**src/rtl/core/pse_mul.sv**
```systemverilog
// shared registered 32 by 32 unsigned multiplier
module pse_mul (
  input  logic        clk,
  input  logic [31:0] a,
  input  logic [31:0] b,
  output logic [63:0] p_r
);
  always_ff @(posedge clk) begin
    p_r <= {32'd0, a} * {32'd0, b};
  end
endmodule

```
**config.mk**
```make
export PLATFORM = sky130hd
export DESIGN_NAME = pse_mul
export DESIGN_NICKNAME = d
export VERILOG_FILES = /design/src/rtl/core/pse_mul.sv
export SDC_FILE = /design/constraint.sdc
export NUM_CORES = 2
export LEC_CHECK = 0
export BUFFER_PORTS_ARGS = -buffer_cell sky130_fd_sc_hd__buf_2
export CAP_MARGIN = 15
export CORE_ASPECT_RATIO = 0.9
export CORE_MARGIN = 2
export CORE_UTILIZATION = 55
export DETAILED_ROUTE_END_ITERATION = 10
export MAX_ROUTING_LAYER = met4
export PLACE_DENSITY = 0.73
export SYNTH_ARGS = -nofsm -noshare
export SYNTH_HDL_FRONTEND = slang
export SYNTH_SLANG_ARGS = --single-unit
export TNS_END_PERCENT = 20
```
**constraint.sdc**
```tcl
create_clock -name clk -period 6.9 [get_ports clk]
set_input_delay 0.345 -clock clk [delete_from_list [all_inputs] [get_ports clk]]
set_output_delay 0.345 -clock clk [all_outputs]
set_load 0.01 [all_outputs]
```
==> reports/results.txt <==
The logs give 98.05 mm for the total length of routed wires and 0 for the remaining design rule violation count. Timing analysis after detailed placement gives a worst setup slack of -0.7906 ns. The cell count after synthesis came out at 3748. Register name with the most flops: p_r.

For the number of buffers inserted for hold repair after clock tree synthesis, the log shows 0. The share of layout cells above drive strength 1 was 0.1660. Dividing the detail-routed via count by the number of cells gives 5.323. The tools report the startpoint type of the worst setup path as an input port.

The actual slew at the worst max-slew pin came out at 0.5378 ns. TritonCTS built the clock tree. The final hold violation count is 0, and the total via count in the routed design is 26060.

For the via count of the first global-routing pass, the log shows 27920. The prevailing post-synth register cell was dfxtp_1. The number of antenna violations at the first check in global routing came out at 1. Clock-pin slew was measured on the worst setup and hold paths at 0.09 ns. The run gives 7.19 ns as the required time of the critical path. Ranked by instance count, the synthesized netlist is headed by 896 x fa_1, 865 x inv_1, 602 x and2_1, 480 x nand2_1, 263 x ha_1.

The largest registers in the layout are p_r (64). Summed over all nets, the half-perimeter wirelength after detailed placement is 84.60 mm. After routing the design area is 0.03990 mm^2. For the smallest setup slack after layout, the log shows -0.08505 ns. The die is 268.7 um wide.

Final hold analysis gives a worst-case slack of 0.4049 ns. The final weighted congestion in routability-driven placement is 0.9845, and the async set or reset register ratio after synthesis is 0. For this run, the number of Yosys warnings is 0. Measured along the y axis, the die boundary spans 242.2 um.

The number of pins exceeding their max-slew limit in the final report came out at 0. For the total of fill cells in the finished design, the log shows 5011. The run gives 0.3271 as the overall fraction of global-route tracks in use. The number of placement rows is 87, and the floorplan die area is 0.06507 mm^2.

A synthesized cell averages 9.252 um^2. The fraction of post-synthesis cell area in the top cell type by area was 0.5173. In this run the clock root is driven by a clkbuf_16. The final reports fail on negative setup slack. Port buffering added 128 buffers.

The detailed-route wire length per cell is 20.03 um. The worst hold-check path type was in -> reg. The wire length of the first global-routing pass is 157.2 mm, and the final-report setup violation count is 6. The maximum net fanout on the critical path works out to 5. The flow ran to the end, but the final reports show violations.

The clock tree synthesis step divided the H-tree into 3 levels. The detail route stage leaves a number of antenna-violating nets equal to 0. The library cell with the highest instance count after synthesis was fa_1. The number of flip-flops in the largest register is 64. Summed over all failing endpoints, the final setup total negative slack is -0.3169 ns. Yosys attributes the largest share of cell area to fa_1 52%, and2_1 11%, ha_1 9.5%. After synthesis, the netlist uses 57 different library cells. The leftover overflow at the end of global routing came out at 0. During I/O placement, the number of pins put on the boundary was 129. Setup repair after global routing could not meet its margin everywhere.

Data arrives at the worst endpoint at 7.27 ns. Once placement finished, the instance area stood at 0.03841 mm^2. STA classifies the critical path endpoint as a flop. The run gives 0.6415 as the worst relative slew slack. The tool flagged a number of max-cap violations equal to 0. Counting the buffers created by CTS gives 9. The highest achievable clock rate is 143.2 MHz, and the TritonCTS sink count is 64. For the finished layout, the period the worst path requires is 6.985 ns. After floorplanning, the core was sized to cover 0.06248 mm^2. The initial core utilization was 0.5550. Detailed-routing iteration count for the pre-antenna-repair pass: 5. The share of the clock period used by the worst path after layout was 1.012; the flip-flop and latch count after synthesis was 64. The logs give 2007 for the number of DRC violations after detailed-routing iteration 0 and 4972 for the post-synth net total. The largest total area in the synthesized netlist belongs to fa_1. The area growth from synthesis to layout is 15.06%. The synthesized netlist occupies a cell area of 0.03468 mm^2. For this run, the post-layout net count is 5268. Kind of critical path: in -> reg. Largest net degree at the start of global routing: 25.

For the number of buffers between clock root and the deepest sink, the log shows 2. Counting flops with a built-in enable in the synthesized netlist gives 0. The portion of the post-synthesis area used by sequential elements was 0.03695.
==> per-stage QoR <==
step | util | cells
floorplan | - | 3748
global placement | 0.6147 | 4863
detailed placement | 0.6147 | 4863
CTS | 0.6315 | 4886
global route | 0.6386 | 4895
finish | 0.6386 | 4895
==> cells in the final DEF, fill, tap and decap left out, types with 18 or more instances in the layout <==
master   count
a21oi_1     51
fa_2        48
xor2_1      25
o21ai_0     19
and2_1     587
dfxtp_1     64
buf_4      334
xnor2_1     33
a21o_1      40
buf_6       65
ha_1       249
nand4_1     23
buf_2       82
nor2_1      18
fa_1       848
nand2_1    475
inv_1      848
==> critical path, cell delays in order <==
cell and delay, ns:
buf_6 0.12, buf_6 0.13, and2_1 0.15, fa_1 0.50
fa_1 0.51, inv_1 0.07, fa_1 0.55, fa_1 0.46
inv_2 0.07, fa_2 0.45, fa_1 0.58, fa_1 0.46
fa_1 0.54, ha_4 0.30, buf_4 0.14, buf_4 0.12
nand2_1 0.06, nor2_2 0.19, a21oi_2 0.09, o31ai_2 0.27
a31oi_1 0.07, buf_4 0.16, o31ai_4 0.32, buf_4 0.19
buf_6 0.10, nand3_2 0.08, nand2_2 0.07, xor2_1 0.15
==> worst paths after layout <==
path,startpoint,to,slack (ns),cells after the start
hold / removal,a[0],p_r[0],0.40,3
setup / recovery,a[10],p_r[43],-0.09,28
==> metal layers <==
| metal | vias up | routed length, um | GRT usage | share of wire |
|---|---|---|---|---|
| met5 | - | 0 | - | 0 |
| met4 | 0 | 1758 | 0.06062 | 0.018 |
| met3 | 113 | 13240 | 0.1338 | 0.14 |
| met2 | 1241 | 40140 | 0.4281 | 0.41 |
| met1 | 13280 | 42910 | 0.4784 | 0.44 |
| li1 | 11420 | - | - | - |
==> logic make-up (layout without fill, tap and decap cells) <==
family | count (synthesis) | count (layout) | synth area share
compound gates | 202 | 202 | 0.04153
xor+xnor | 60 | 60 | 0.01515
fa+ha+maj | 1159 | 1159 | 0.6122
buf+inv | 1085 | 1386 | 0.1177
flops | 64 | 64 | 0.03695
mux | 1 | 1 | 0.0002887
other cells | 0 | 1 | 0
simple gates | 1177 | 1177 | 0.1762
==> final cells by class <==
| cell class | instances | area (um^2) | share of cell area |
|---|---|---|---|
| sequential | 64 | 1281 | 0.03211 |
| timing repair buffer | 505 | 4128 | 0.1035 |
| inverter | 865 | 3247 | 0.08138 |
| antenna | 1 | 2.502 | 0.00006272 |
| clock buffer | 10 | 239.0 | 0.005990 |
| multi-input combinational | 2599 | 29880 | 0.7488 |
| clock inverter | 6 | 67.56 | 0.001693 |
| tap | 845 | 1057 | 0.02650 |
==> timing repair <==
action | CTS | global route
endpoints found under the hold margin | 0 | 0
gates cloned | 2 | 2
pin swaps | 90 | 69
setup endpoints to repair | 24 | 27
gates resized for setup | 191 | 89
setup buffers | 5 | 6
Power is not shown: default switching activity piles up to over one toggle a cycle in this logic, so the estimate is an artifact.
